--- src/hdl/frt_pkg.sv ---
`timescale 1ns / 1ps
// ----------------------------------------------------------------------------
// Fragment reassembly tracker package
// Shared constants, slot and event types and the helper that builds a fresh
// missing map for the cells, the output queue and the top level.
// ----------------------------------------------------------------------------
package frt_pkg;

    localparam logic [31:0] MAGIC_VALUE  = 32'h314C564D;
    localparam int          MAX_PACKETS  = 64;
    localparam int          KEEP_FRAMES  = 3;
    localparam int          HEADER_BYTES = 40;

    localparam int MAP_W    = 64;
    localparam int IDX_W    = 6;
    localparam int PKT_W    = 7;
    localparam int RCV_W    = 16;
    localparam int S_DATA_W = 128;
    localparam int M_DATA_W = 72;
    localparam int M_USER_W = 2;

    localparam logic [RCV_W-1:0] RCV_MAX = '1;

    typedef enum logic [1:0] {
        EVT_COMPLETE = 2'd0,
        EVT_RETIRE   = 2'd1,
        EVT_REJECT   = 2'd2
    } evt_kind_t;

    typedef struct packed {
        logic [31:0]      frame;
        logic [PKT_W-1:0] packets;
        logic [7:0]       copies;
        logic [MAP_W-1:0] missing;
        logic [PKT_W-1:0] lost;
        logic [RCV_W-1:0] received;
    } slot_t;

    typedef struct packed {
        logic             shift;
        logic             upd;
        logic [31:0]      frame;
        logic [IDX_W-1:0] index;
    } cell_cmd_t;

    typedef struct packed {
        logic             used;
        logic             match;
        logic             done;
        logic [RCV_W-1:0] rcv_next;
        slot_t            slot;
    } cell_view_t;

    typedef struct packed {
        evt_kind_t        kind;
        logic [31:0]      frame;
        logic [PKT_W-1:0] packets;
        logic [PKT_W-1:0] lost;
        logic [RCV_W-1:0] received;
        logic [7:0]       copies;
        logic             last;
    } evt_t;

    function automatic logic [MAP_W-1:0] first_bits(input logic [7:0] count);
        logic [MAP_W-1:0] m;
        for (int i = 0; i < MAP_W; i++)
        begin
            m[i] = (8'(i) < count);
        end
        return m;
    endfunction

endpackage

--- src/hdl/fragment_reassembly_tracker.sv ---
`timescale 1ns / 1ps
// ----------------------------------------------------------------------------
// Fragment reassembly tracker
// Tracks which packets of the pending video frames have arrived and reports
// completed, retired and rejected frames.
// ----------------------------------------------------------------------------
// Each item on the slave stream is one received packet header. The block
// checks it, matches it against a chain of pending frame cells, clears the
// packet's bit in that frame's missing map and counts the reception.
// Each item on the master stream is one event: a frame completed, the oldest
// frame retired once more than three are pending, or a packet rejected.
// An item gives zero, one or two events; tlast marks the last of them.
// The header is registered on acceptance and evaluated from that register;
// an item with two events fills both entries of the output queue.
// Evaluation waits for the output queue to be empty, so a stalled receiver
// holds the block after the next header has been taken. Reset empties all
// pending frame cells and the output queue; no clearing pass is needed.
// ----------------------------------------------------------------------------
module fragment_reassembly_tracker (
    input  logic                           clk,
    input  logic                           rst_n,
    input  logic                           s_tvalid,
    output logic                           s_tready,
    // magic_word, frame_number, packet_count, pkt_index, copies_sent,
    // copy_index, payload_start, packet_length
    input  logic [frt_pkg::S_DATA_W-1:0]   s_tdata,
    output logic                           m_tvalid,
    input  logic                           m_tready,
    // event_frame, frame_packets, lost_count, received_total, frame_copies,
    // zero padding
    output logic [frt_pkg::M_DATA_W-1:0]   m_tdata,
    // event_kind
    output logic [frt_pkg::M_USER_W-1:0]   m_tuser,
    output logic                           m_tlast
);
    import frt_pkg::*;

    typedef enum logic [1:0] {
        ST_IDLE = 2'b01,
        ST_EVAL = 2'b10
    } state_t;

    typedef struct packed {
        logic [31:0] magic;
        logic [31:0] frame;
        logic [7:0]  count;
        logic [7:0]  index;
        logic [7:0]  copies;
        logic [7:0]  copy_idx;
        logic [15:0] start;
        logic [15:0] length;
    } hdr_t;

    state_t                 state_reg;
    state_t                 state_next;
    hdr_t                   hdr_reg;
    logic                   accept;
    logic                   fire;
    logic                   q_empty;
    cell_cmd_t              cmd;
    slot_t                  fresh;
    cell_view_t             view [KEEP_FRAMES];
    cell_view_t             sel;
    logic [KEEP_FRAMES-1:0] used_vec;
    logic [KEEP_FRAMES-1:0] match_vec;
    logic [KEEP_FRAMES-1:0] load_vec;
    logic [KEEP_FRAMES:0]   used_ext;
    logic                   hdr_ok;
    logic                   hit;
    logic                   ok;
    logic                   full;
    logic                   alloc;
    logic                   have_c;
    logic                   have_r;
    evt_t                   evt_c;
    evt_t                   evt_r;
    evt_t                   evt_rej;
    evt_t                   first;
    evt_t                   second;
    logic                   first_valid;
    logic                   second_valid;

    assign s_tready = (state_reg == ST_IDLE);
    assign accept   = s_tvalid && s_tready;
    assign fire     = (state_reg == ST_EVAL) && q_empty;

    always_comb
    begin
        state_next = state_reg;
        unique case (state_reg)
            ST_IDLE:
            begin
                if (accept)
                begin
                    state_next = ST_EVAL;
                end
            end
            ST_EVAL:
            begin
                if (fire)
                begin
                    state_next = ST_IDLE;
                end
            end
            default:
            begin
                state_next = ST_IDLE;
            end
        endcase
    end

    always_ff @(posedge clk or negedge rst_n)
    begin
        if (!rst_n)
        begin
            state_reg <= ST_IDLE;
        end
        else
        begin
            state_reg <= state_next;
        end
    end

    always_ff @(posedge clk)
    begin
        if (accept)
        begin
            hdr_reg.magic    <= s_tdata[31:0];
            hdr_reg.frame    <= s_tdata[63:32];
            hdr_reg.count    <= s_tdata[71:64];
            hdr_reg.index    <= s_tdata[79:72];
            hdr_reg.copies   <= s_tdata[87:80];
            hdr_reg.copy_idx <= s_tdata[95:88];
            hdr_reg.start    <= s_tdata[111:96];
            hdr_reg.length   <= s_tdata[127:112];
        end
    end

    always_comb
    begin
        hdr_ok = (hdr_reg.magic == MAGIC_VALUE)
              && (hdr_reg.start >= 16'(HEADER_BYTES))
              && (hdr_reg.start < hdr_reg.length)
              && (hdr_reg.count != 8'd0)
              && (hdr_reg.count <= 8'(MAX_PACKETS))
              && (hdr_reg.index < hdr_reg.count)
              && (hdr_reg.copies != 8'd0)
              && (hdr_reg.copy_idx < hdr_reg.copies);

        sel = '0;
        for (int i = 0; i < KEEP_FRAMES; i++)
        begin
            used_vec[i]  = view[i].used;
            match_vec[i] = view[i].match;
            if (view[i].match)
            begin
                sel = cell_view_t'(sel | view[i]);
            end
        end

        hit   = |match_vec;
        ok    = hdr_ok && !(hit && (({1'b0, sel.slot.packets} != hdr_reg.count)
                                 || (sel.slot.copies != hdr_reg.copies)));
        full  = used_vec[KEEP_FRAMES-1];
        alloc = fire && ok && !hit;

        fresh.frame    = hdr_reg.frame;
        fresh.packets  = hdr_reg.count[PKT_W-1:0];
        fresh.copies   = hdr_reg.copies;
        fresh.missing  = first_bits(hdr_reg.count)
                       & ~(MAP_W'(1) << hdr_reg.index[IDX_W-1:0]);
        fresh.lost     = hdr_reg.count[PKT_W-1:0] - 1'b1;
        fresh.received = RCV_W'(1);

        cmd.shift = alloc && full;
        cmd.upd   = fire && ok && hit;
        cmd.frame = hdr_reg.frame;
        cmd.index = hdr_reg.index[IDX_W-1:0];

        for (int i = 0; i < KEEP_FRAMES; i++)
        begin
            load_vec[i] = alloc && !full && !used_vec[i]
                       && ((i == 0) ? 1'b1 : used_vec[(i == 0) ? 0 : i - 1]);
        end

        have_c = ok && (hit ? sel.done : (hdr_reg.count == 8'd1));
        have_r = ok && !hit && full;

        evt_c.kind     = EVT_COMPLETE;
        evt_c.frame    = hdr_reg.frame;
        evt_c.packets  = hdr_reg.count[PKT_W-1:0];
        evt_c.lost     = '0;
        evt_c.received = hit ? sel.rcv_next : RCV_W'(1);
        evt_c.copies   = hdr_reg.copies;
        evt_c.last     = !have_r;

        evt_r.kind     = EVT_RETIRE;
        evt_r.frame    = view[0].slot.frame;
        evt_r.packets  = view[0].slot.packets;
        evt_r.lost     = view[0].slot.lost;
        evt_r.received = view[0].slot.received;
        evt_r.copies   = view[0].slot.copies;
        evt_r.last     = 1'b1;

        evt_rej.kind     = EVT_REJECT;
        evt_rej.frame    = hdr_reg.frame;
        evt_rej.packets  = '0;
        evt_rej.lost     = '0;
        evt_rej.received = '0;
        evt_rej.copies   = '0;
        evt_rej.last     = 1'b1;

        if (!ok)
        begin
            first        = evt_rej;
            first_valid  = 1'b1;
            second       = evt_r;
            second_valid = 1'b0;
        end
        else if (have_c)
        begin
            first        = evt_c;
            first_valid  = 1'b1;
            second       = evt_r;
            second_valid = have_r;
        end
        else
        begin
            first        = evt_r;
            first_valid  = have_r;
            second       = evt_r;
            second_valid = 1'b0;
        end
    end

    for (genvar g = 0; g < KEEP_FRAMES; g++)
    begin : g_cell
        if (g == KEEP_FRAMES - 1)
        begin : g_tail
            frt_cell u_cell (
                .clk     (clk),
                .rst_n   (rst_n),
                .cmd     (cmd),
                .load    (load_vec[g]),
                .fresh   (fresh),
                .up_used (1'b1),
                .up_slot (fresh),
                .view    (view[g])
            );
        end
        else
        begin : g_body
            frt_cell u_cell (
                .clk     (clk),
                .rst_n   (rst_n),
                .cmd     (cmd),
                .load    (load_vec[g]),
                .fresh   (fresh),
                .up_used (view[g+1].used),
                .up_slot (view[g+1].slot),
                .view    (view[g])
            );
        end
    end

    frt_out_queue u_out_queue (
        .clk          (clk),
        .rst_n        (rst_n),
        .load         (fire),
        .first        (first),
        .first_valid  (first_valid),
        .second       (second),
        .second_valid (second_valid),
        .empty        (q_empty),
        .m_tvalid     (m_tvalid),
        .m_tready     (m_tready),
        .m_tdata      (m_tdata),
        .m_tuser      (m_tuser),
        .m_tlast      (m_tlast)
    );

    assign used_ext = {1'b0, used_vec};

    // Pending frames stay packed from the oldest cell upwards.
    a_packed_chain : assert property (@(posedge clk) disable iff (!rst_n)
        ((used_ext + 1'b1) & used_ext) == '0)
        else $error("pending frame cells are not packed from the oldest cell");

    // A frame number is held by at most one pending cell.
    a_single_match : assert property (@(posedge clk) disable iff (!rst_n)
        $onehot0(match_vec))
        else $error("more than one cell holds the same frame");

    // An evaluation with events leaves a result waiting on the master side.
    a_event_shown : assert property (@(posedge clk) disable iff (!rst_n)
        (fire && first_valid) |=> m_tvalid)
        else $error("events of an evaluated item were not presented");

    // Retirement only happens when a new frame enters a full chain.
    a_retire_full : assert property (@(posedge clk) disable iff (!rst_n)
        cmd.shift |-> (full && !hit && hdr_ok))
        else $error("chain shifted without a full allocation");

endmodule

--- src/hdl/frt_cell.sv ---
`timescale 1ns / 1ps
// ----------------------------------------------------------------------------
// Pending frame cell
// Holds one pending frame, matches it against the current packet, applies
// the packet to its missing map and takes its upper neighbour's frame when
// the chain moves down on retirement.
// ----------------------------------------------------------------------------
module frt_cell (
    input  logic               clk,
    input  logic               rst_n,
    input  frt_pkg::cell_cmd_t cmd,
    input  logic               load,
    input  frt_pkg::slot_t     fresh,
    input  logic               up_used,
    input  frt_pkg::slot_t     up_slot,
    output frt_pkg::cell_view_t view
);
    import frt_pkg::*;

    logic             used_reg;
    logic             used_next;
    slot_t            slot_reg;
    slot_t            slot_next;
    logic             match;
    logic             bit_set;
    logic [MAP_W-1:0] map_upd;
    logic [RCV_W-1:0] rcv_next;

    always_comb
    begin
        match    = used_reg && (slot_reg.frame == cmd.frame);
        bit_set  = slot_reg.missing[cmd.index];
        map_upd  = slot_reg.missing & ~(MAP_W'(1) << cmd.index);
        rcv_next = (slot_reg.received == RCV_MAX) ? slot_reg.received
                                                  : slot_reg.received + 1'b1;

        used_next = used_reg;
        slot_next = slot_reg;
        if (cmd.shift)
        begin
            used_next = up_used;
            slot_next = up_slot;
        end
        else if (load)
        begin
            used_next = 1'b1;
            slot_next = fresh;
        end
        else if (cmd.upd && match)
        begin
            slot_next.missing  = map_upd;
            slot_next.received = rcv_next;
            if (bit_set)
            begin
                slot_next.lost = slot_reg.lost - 1'b1;
            end
        end

        view.used     = used_reg;
        view.match    = match;
        view.done     = match && (slot_reg.missing != '0) && (map_upd == '0);
        view.rcv_next = rcv_next;
        view.slot     = slot_reg;
    end

    always_ff @(posedge clk or negedge rst_n)
    begin
        if (!rst_n)
        begin
            used_reg <= 1'b0;
        end
        else
        begin
            used_reg <= used_next;
        end
    end

    always_ff @(posedge clk)
    begin
        slot_reg <= slot_next;
    end

endmodule

--- src/hdl/frt_out_queue.sv ---
`timescale 1ns / 1ps
// ----------------------------------------------------------------------------
// Event output queue
// Two-entry queue that holds the events of one packet and presents them on
// the master stream, one item per handshake.
// ----------------------------------------------------------------------------
module frt_out_queue (
    input  logic                           clk,
    input  logic                           rst_n,
    input  logic                           load,
    input  frt_pkg::evt_t                  first,
    input  logic                           first_valid,
    input  frt_pkg::evt_t                  second,
    input  logic                           second_valid,
    output logic                           empty,
    output logic                           m_tvalid,
    input  logic                           m_tready,
    // event_frame, frame_packets, lost_count, received_total, frame_copies,
    // zero padding
    output logic [frt_pkg::M_DATA_W-1:0]   m_tdata,
    // event_kind
    output logic [frt_pkg::M_USER_W-1:0]   m_tuser,
    output logic                           m_tlast
);
    import frt_pkg::*;

    evt_t       q0_reg;
    evt_t       q1_reg;
    logic [1:0] v_reg;
    logic       pop;

    assign pop      = v_reg[0] && m_tready;
    assign empty    = !v_reg[0];
    assign m_tvalid = v_reg[0];
    assign m_tdata  = {2'b00, q0_reg.copies, q0_reg.received, q0_reg.lost,
                       q0_reg.packets, q0_reg.frame};
    assign m_tuser  = q0_reg.kind;
    assign m_tlast  = q0_reg.last;

    always_ff @(posedge clk or negedge rst_n)
    begin
        if (!rst_n)
        begin
            v_reg <= 2'b00;
        end
        else if (load)
        begin
            v_reg <= {first_valid && second_valid, first_valid};
        end
        else if (pop)
        begin
            v_reg <= {1'b0, v_reg[1]};
        end
    end

    always_ff @(posedge clk)
    begin
        if (load)
        begin
            q0_reg <= first;
            q1_reg <= second;
        end
        else if (pop)
        begin
            q0_reg <= q1_reg;
        end
    end

endmodule
--- config.mk ---
export PLATFORM = sky130hd
export DESIGN_NAME = fragment_reassembly_tracker
export DESIGN_NICKNAME = d
export VERILOG_FILES = /design/src/hdl/frt_pkg.sv /design/src/hdl/fragment_reassembly_tracker.sv /design/src/hdl/frt_cell.sv /design/src/hdl/frt_out_queue.sv
export SDC_FILE = /design/constraint.sdc
export NUM_CORES = 2
export LEC_CHECK = 0
export BUFFER_PORTS_ARGS = -buffer_cell sky130_fd_sc_hd__clkbuf_2
export CORE_ASPECT_RATIO = 1.75
export CORE_MARGIN = 5
export CORE_UTILIZATION = 60
export CTS_CLUSTER_SIZE = 24
export DETAILED_ROUTE_END_ITERATION = 8
export GPL_TIMING_DRIVEN = 0
export MAX_ROUTING_LAYER = met4
export PLACE_DENSITY = 0.77
export SLEW_MARGIN = 20
export SYNTH_ARGS = -nofsm -noshare
export SYNTH_HDL_FRONTEND = slang
export SYNTH_SLANG_ARGS = --single-unit
--- constraint.sdc ---
create_clock -name clk -period 22.1 [get_ports clk]
set_input_delay 4.42 -clock clk [delete_from_list [all_inputs] [get_ports clk]]
set_output_delay 4.42 -clock clk [all_outputs]
set_load 0.01 [all_outputs]
==> Flow_metrics.wiki, run 1 <==
{| class="wikitable"
! Metric !! Value
|-
| Fraction of the mapped netlist area in simple logic gates || 18.6%
|-
| Xor and xnor fraction of the mapped netlist area || 3.29%
|-
| Number of levels the H-tree was split into || 3
|-
| Library cell used as clock root buffer || clkbuf_16
|-
| Err || [ERROR GRT-0116] Global routing finished with congestion. Check the congestion regions in the DRC Viewer.
|-
| Wire length of the first global-routing pass || 324 mm
|-
| Post-synthesis adder-cell area fraction || 1.21%
|-
| Primary flip-flop cell chosen by synthesis mapping || edfxtp_1
|-
| Share of synthesized area occupied by flip-flops and latches || 52.7%
|-
| Chip Height || 345 µm
|-
| # rows || 122
|-
| Status || did not finish
|-
| Area fraction in compound gates after synthesis || 14.7%
|-
| Number of unique standard cell types used by synthesis || 86
|-
| Main combinational cell family by area after synthesis || simple AND/OR/NAND/NOR gates
|-
| Ports || 209
|-
| Number of enable-type register cells in the synthesized netlist || 657
|-
| Halt Stage || 5_1_grt
|-
| Post-synthesis mux area share || 5.98%
|-
| Number of input and output port buffers inserted || 206
|-
| Register bit total from synthesis || 680
|-
| Effective utilization at floorplan || 60.6%
|-
| Number of clock sinks || 680
|-
| Die width || 201 µm
|-
| Total global routing track utilization || 65.4%
|-
| # resized after CTS || 0
|-
| Vias in the first global route || 40.8k
|-
| Area of the mapped netlist || 0.0384 mm²
|-
| Count of buffers added by post-CTS timing repair for setup || 0
|-
| CTS Buf Count || 66
|-
| Synthesized area per cell || 10.5 µm²
|-
| Number of instances in the synthesized netlist || 3639
|-
| Pin count of the biggest net entering global routing || 64
|-
| Final HPWL from detailed placement || 147 mm
|-
| YS warnings || 0
|-
| Final weighted congestion in routability-driven placement || 1.29
|-
| Fraction of registers with async set/reset || 1.03%
|-
| Grt ovf || 319
|-
| Count of hold-fix buffers inserted at cts || 0
|-
| Longest Clk Path Bufs || 3
|}
-- logic make-up after synthesis --
kind of cell / after synthesis
XOR/XNOR: 144
flip-flops: 680
multiplexers: 150
adder cells (fa/ha/maj): 37
other: 1
buffers and inverters: 349
AO/OA/AOI/OAI: 828
AND/OR/NAND/NOR: 1450
-- cell usage after synthesis (all sizes together) (11+ instances only) --
| library cell | count | area [µm²] |
|---|---|---|
| o31ai | 82 | 616 |
| edfxtp | 657 | 19700 |
| o211ai | 28 | 210 |
| nor4 | 85 | 544 |
| a32o | 36 | 360 |
| clkbuf | 230 | 863 |
| ha | 37 | 463 |
| nor4bb | 11 | 110 |
| nor3 | 57 | 290 |
| o21a | 20 | 150 |
| o32ai | 12 | 105 |
| o21ai | 195 | 976 |
| xor2 | 42 | 368 |
| nand2b | 26 | 163 |
| nor2 | 258 | 968 |
| mux2i | 66 | 661 |
| nor2b | 19 | 119 |
| o41ai | 11 | 96.3 |
| a31oi | 43 | 269 |
| nand3 | 114 | 571 |
| and4 | 12 | 105 |
| or3 | 18 | 113 |
| inv | 73 | 274 |
| a21o | 40 | 300 |
| nand2 | 554 | 2080 |
| dfxtp | 16 | 320 |
| mux2 | 23 | 259 |
| buf | 43 | 204 |
| nor3b | 36 | 270 |
| nand4b | 13 | 114 |
| or2 | 15 | 93.8 |
| a21oi | 174 | 871 |
| a22oi | 11 | 82.6 |
| nand4 | 125 | 782 |
| o221a | 38 | 428 |
| nor4b | 12 | 105 |
| xnor2 | 102 | 893 |
| mux4 | 61 | 1370 |
| and3 | 39 | 244 |
| o22ai | 24 | 150 |
| or4 | 16 | 124 |
-- routing by layer --
metal,GRT overflow,global-route usage [%]
met2,181,87.3
met5,-,-
met1,0,63.3
met4,133,64.9
met3,5,39.9
-- stage by stage --
step	hold slack, ps	area [µm²]	worst slack, ps	util [%]	instances
floorplan	421	38400	12230	-	3640
global placement	431	40400	5310	63.8	4652
detailed placement	444	40900	14470	64.6	4669
CTS	461	43200	14390	68.1	4790
==> inputs of run 2 (changes only) <==
Settings changed: CORE_ASPECT_RATIO 1.75 to unset, CORE_UTILIZATION 60 to 40, CTS_CLUSTER_SIZE 24 to unset, MAX_ROUTING_LAYER met4 to unset, PLACE_DENSITY 0.77 to unset, PLACE_DENSITY_LB_ADDON set to 0.15.
==> Flow_metrics.wiki, run 2 <==
{| class="wikitable"
! Metric !! Value
|-
| Status || finished, final reports clean
|-
| WL per Instance || 37.8 µm
|-
| Smallest hold slack || 445 ps
|-
| Chip Height || 320 µm
|-
| Hold Crit Class || reg -> reg
|-
| Area of the mapped netlist || 0.0384 mm²
|-
| Skew-Pair Late Insertion Delay || 690 ps
|-
| Cell taking the most area after synthesis || edfxtp_1
|-
| Reg-to-reg endpoint || u_out_queue.m_tdata[36]
|-
| Endpoint, Worst Hold || g_cell[2].g_tail.u_cell.view[115]
|-
| Worst slew pin tran || 1290 ps
|-
| Number of enable-type register cells in the synthesized netlist || 657
|-
| Reported leakage power || 0.0151 µW
|-
| Highest clock rate || 0.119 GHz
|-
| Count of buffers added by post-CTS timing repair for setup || 0
|-
| Vias in the first global route || 33.3k
|-
| Setup total negative slack || 0 ps
|-
| Detailed-routing iteration count for the pre-antenna-repair pass || 8
|-
| Top area cells in the synthesized netlist || edfxtp_1 51%, nand2_1 5.4%, mux4_2 3.6%
|-
| Library cell used as clock root buffer || clkbuf_16
|-
| Most frequent cells in the layout || 657 x edfxtp_1, 552 x nand2_1, 258 x nor2_1
|-
| Endpoints failing hold || 0
|-
| Antenna-violating nets left || 0
|-
| Fraction of registers with async set/reset || 1.03%
|-
| Reported max-cap violation count || 0
|-
| Cell repeated most along the worst path || clkbuf_1
|-
| # rows || 113
|-
| Final HPWL from detailed placement || 153 mm
|-
| R2R depth || 14
|-
| Final weighted congestion in routability-driven placement || 1.06
|-
| Endpoint class of the critical path || register
|-
| Number of levels the H-tree was split into || 3
|-
| Total global routing track utilization || 37.6%
|-
| Slew HR || 13.0%
|-
| Crit Path Class || reg -> reg
|-
| Pin count of the biggest net entering global routing || 61
|-
| Worst-path cell with the longest stage delay || buf_1
|-
| Layout cells sized above 1 || 14.1%
|-
| Top fanout value on the critical path || 10
|-
| Final core occ || 46.6%
|-
| Hold_sp || cmd[19]
|-
| Primary flip-flop cell chosen by synthesis mapping || edfxtp_1
|-
| Flip-flop count of the largest register, all copies and words added || 268
|-
| Final worst path period share || 38.1%
|-
| Yosys top cell area share || 51.4%
|-
| Number of nets in the layout || 4120
|-
| Crit path time final || 8420 ps
|-
| Count of buffering cells on the critical path with inverters included || 6
|-
| Endpoint required time on the critical path || 22490 ps
|-
| Number of clock sinks || 680
|-
| Max-slew violations || 0
|-
| Wire length after detailed routing || 200 mm
|-
| TritonCTS clock tree || yes
|-
| Register bit total from synthesis || 680
|-
| Wire length of the first global-routing pass || 272 mm
|-
| Ports || 209
|-
| CP max stage delay || 970 ps
|-
| Die ar. || 0.102 mm²
|-
| Count of hold-fix buffers inserted at cts || 0
|-
| Die width || 320 µm
|-
| Number of instances in the synthesized netlist || 3639
|-
| Worst setup skew after layout || 29.4 ps
|-
| P per Cell Area || 72.6 mW/mm²
|-
| # resized after CTS || 0
|-
| Critical path startpoint category || register
|-
| Count of endpoints failing setup in the final report || 0
|-
| Leading cell type by number of instances after synthesis || edfxtp_1
|-
| Commonest cells post-synth || 657 x edfxtp_1, 554 x nand2_1, 258 x nor2_1, 230 x clkbuf_1, 194 x o21ai_0
|-
| Worst hold stages || 0
|-
| Critical Path, Cell by Cell || clkbuf_1 -> buf_1 -> clkbuf_1 -> buf_1 -> a31oi_1 -> nor4b_1 -> nand4_1 -> o22ai_1 -> o21ai_0 -> clkbuf_1 -> clkbuf_1 -> nor2_1 -> a21oi_1 -> o31ai_1
|-
| Effective utilization at floorplan || 40.3%
|-
| DR iter-0 viols || 5382
|-
| Most common cell after layout, fill and taps aside || edfxtp_1
|-
| Longest Clk Path Bufs || 3
|-
| Grt ovf || 0
|-
| Layout area overhead || 15.5%
|-
| Crit path DAT || 8810 ps
|-
| Synthesized area per cell || 10.5 µm²
|-
| Unrepaired setup endpoints after global routing || no
|-
| YS warnings || 0
|-
| Via count || 35.4k
|-
| Average vias per placed instance || 6.70
|-
| Peak supply drop || 0.0557 mV
|-
| CTS Buf Count || 80
|-
| Setup slack, reg-to-reg || 13680 ps
|-
| Initial antenna violation count || 8
|-
| Start of the worst register-to-register path || cmd[1]
|-
| Placeable core area || 0.0952 mm²
|-
| Number of input and output port buffers inserted || 206
|-
| Number of unique standard cell types used by synthesis || 86
|-
| Clock transition at the register clock pins on the worst setup and hold paths after CTS || 60 ps
|-
| Crit path max-delay family || buffers and inverters
|-
| Share of synthesized area occupied by flip-flops and latches || 52.7%
|-
| Residual DRC count || 0
|}
==> run 2: kinds of logic after synthesis <==
| kind of cell | count (synthesis) | share of synthesized area (%) |
|---|---|---|
| AO/OA/AOI/OAI | 828 | 14.7 |
| other | 1 | 0.00977 |
| buffers and inverters | 349 | 3.52 |
| multiplexers | 150 | 5.98 |
| adder cells (fa/ha/maj) | 37 | 1.21 |
| flip-flops | 680 | 52.7 |
| AND/OR/NAND/NOR | 1450 | 18.6 |
| XOR/XNOR | 144 | 3.29 |
==> run 2: worst max path at each step <==
stage,endpoint,start,slack [ps],cells past startpoint
2_1_floorplan,g_cell[0].g_body.u_cell.view[0],cmd[33],12230,13
4_1_cts,u_out_queue.m_tdata[33],cmd[1],14250,14
5_1_grt,u_out_queue.m_tdata[36],cmd[1],13970,14
3_5_place_dp,u_out_queue.m_tdata[33],cmd[1],14280,14
6_report,u_out_queue.m_tdata[36],cmd[1],13680,14
3_3_place_gp,g_cell[0].g_body.u_cell.view[40],evt_c[32],3390,12
==> run 2: through the flow <==
stage | total power, µW | setup WS [ps] | instances | instance area, µm²
after floorplan | 1700 | 12230 | 3640 | 38400
after global placement | 1860 | 3390 | 5111 | 41000
after detailed placement | 1860 | 14280 | 5134 | 41600
after CTS | 3220 | 14250 | 5281 | 44300
after global routing | 3300 | 13970 | 5281 | 44300
final | 3220 | 13680 | 5284 | 44300
==> run 2: final cells by class <==
class                           instances  area (µm²)
Sequential cell                       680       20200
Fill cell                            9026       50800
Clock inverter                         56         618
Antenna cell                            3        7.51
Tap cell                             1265        1580
Inverter                               76         290
Multi-Input combinational cell       2611       16900
Clock buffer                           91        2040
Buffer                                273        1100
Timing Repair Buffer                  229        1540
==> run 2: report_power, final <==
part           switching [µW]  internal, µW
Combinational             254           106
Clock                     590           779
Sequential               23.5          1460
Total                     867          2350
==> run 2: per-layer routing <==
metal	global-route usage [%]	routed length, µm	up-vias
met1	49.0	75900	17500
met3	10.2	23100	616
met2	56.0	84800	2676
met4	23.1	16100	0
met5	0	0	-
li1	-	-	14600
==> run 2: worst register-to-register path, stage by stage (launching register included) <==
cell and delay [ps]:
edfxtp_1 610, clkbuf_1 470, buf_1 680, clkbuf_1 790, buf_1 970, a31oi_1 450
nor4b_1 890, nand4_1 190, o22ai_1 730, o21ai_0 600, clkbuf_1 530, clkbuf_1 430
nor2_1 190, a21oi_1 70, o31ai_1 560
(Power assumes the default switching activity.)
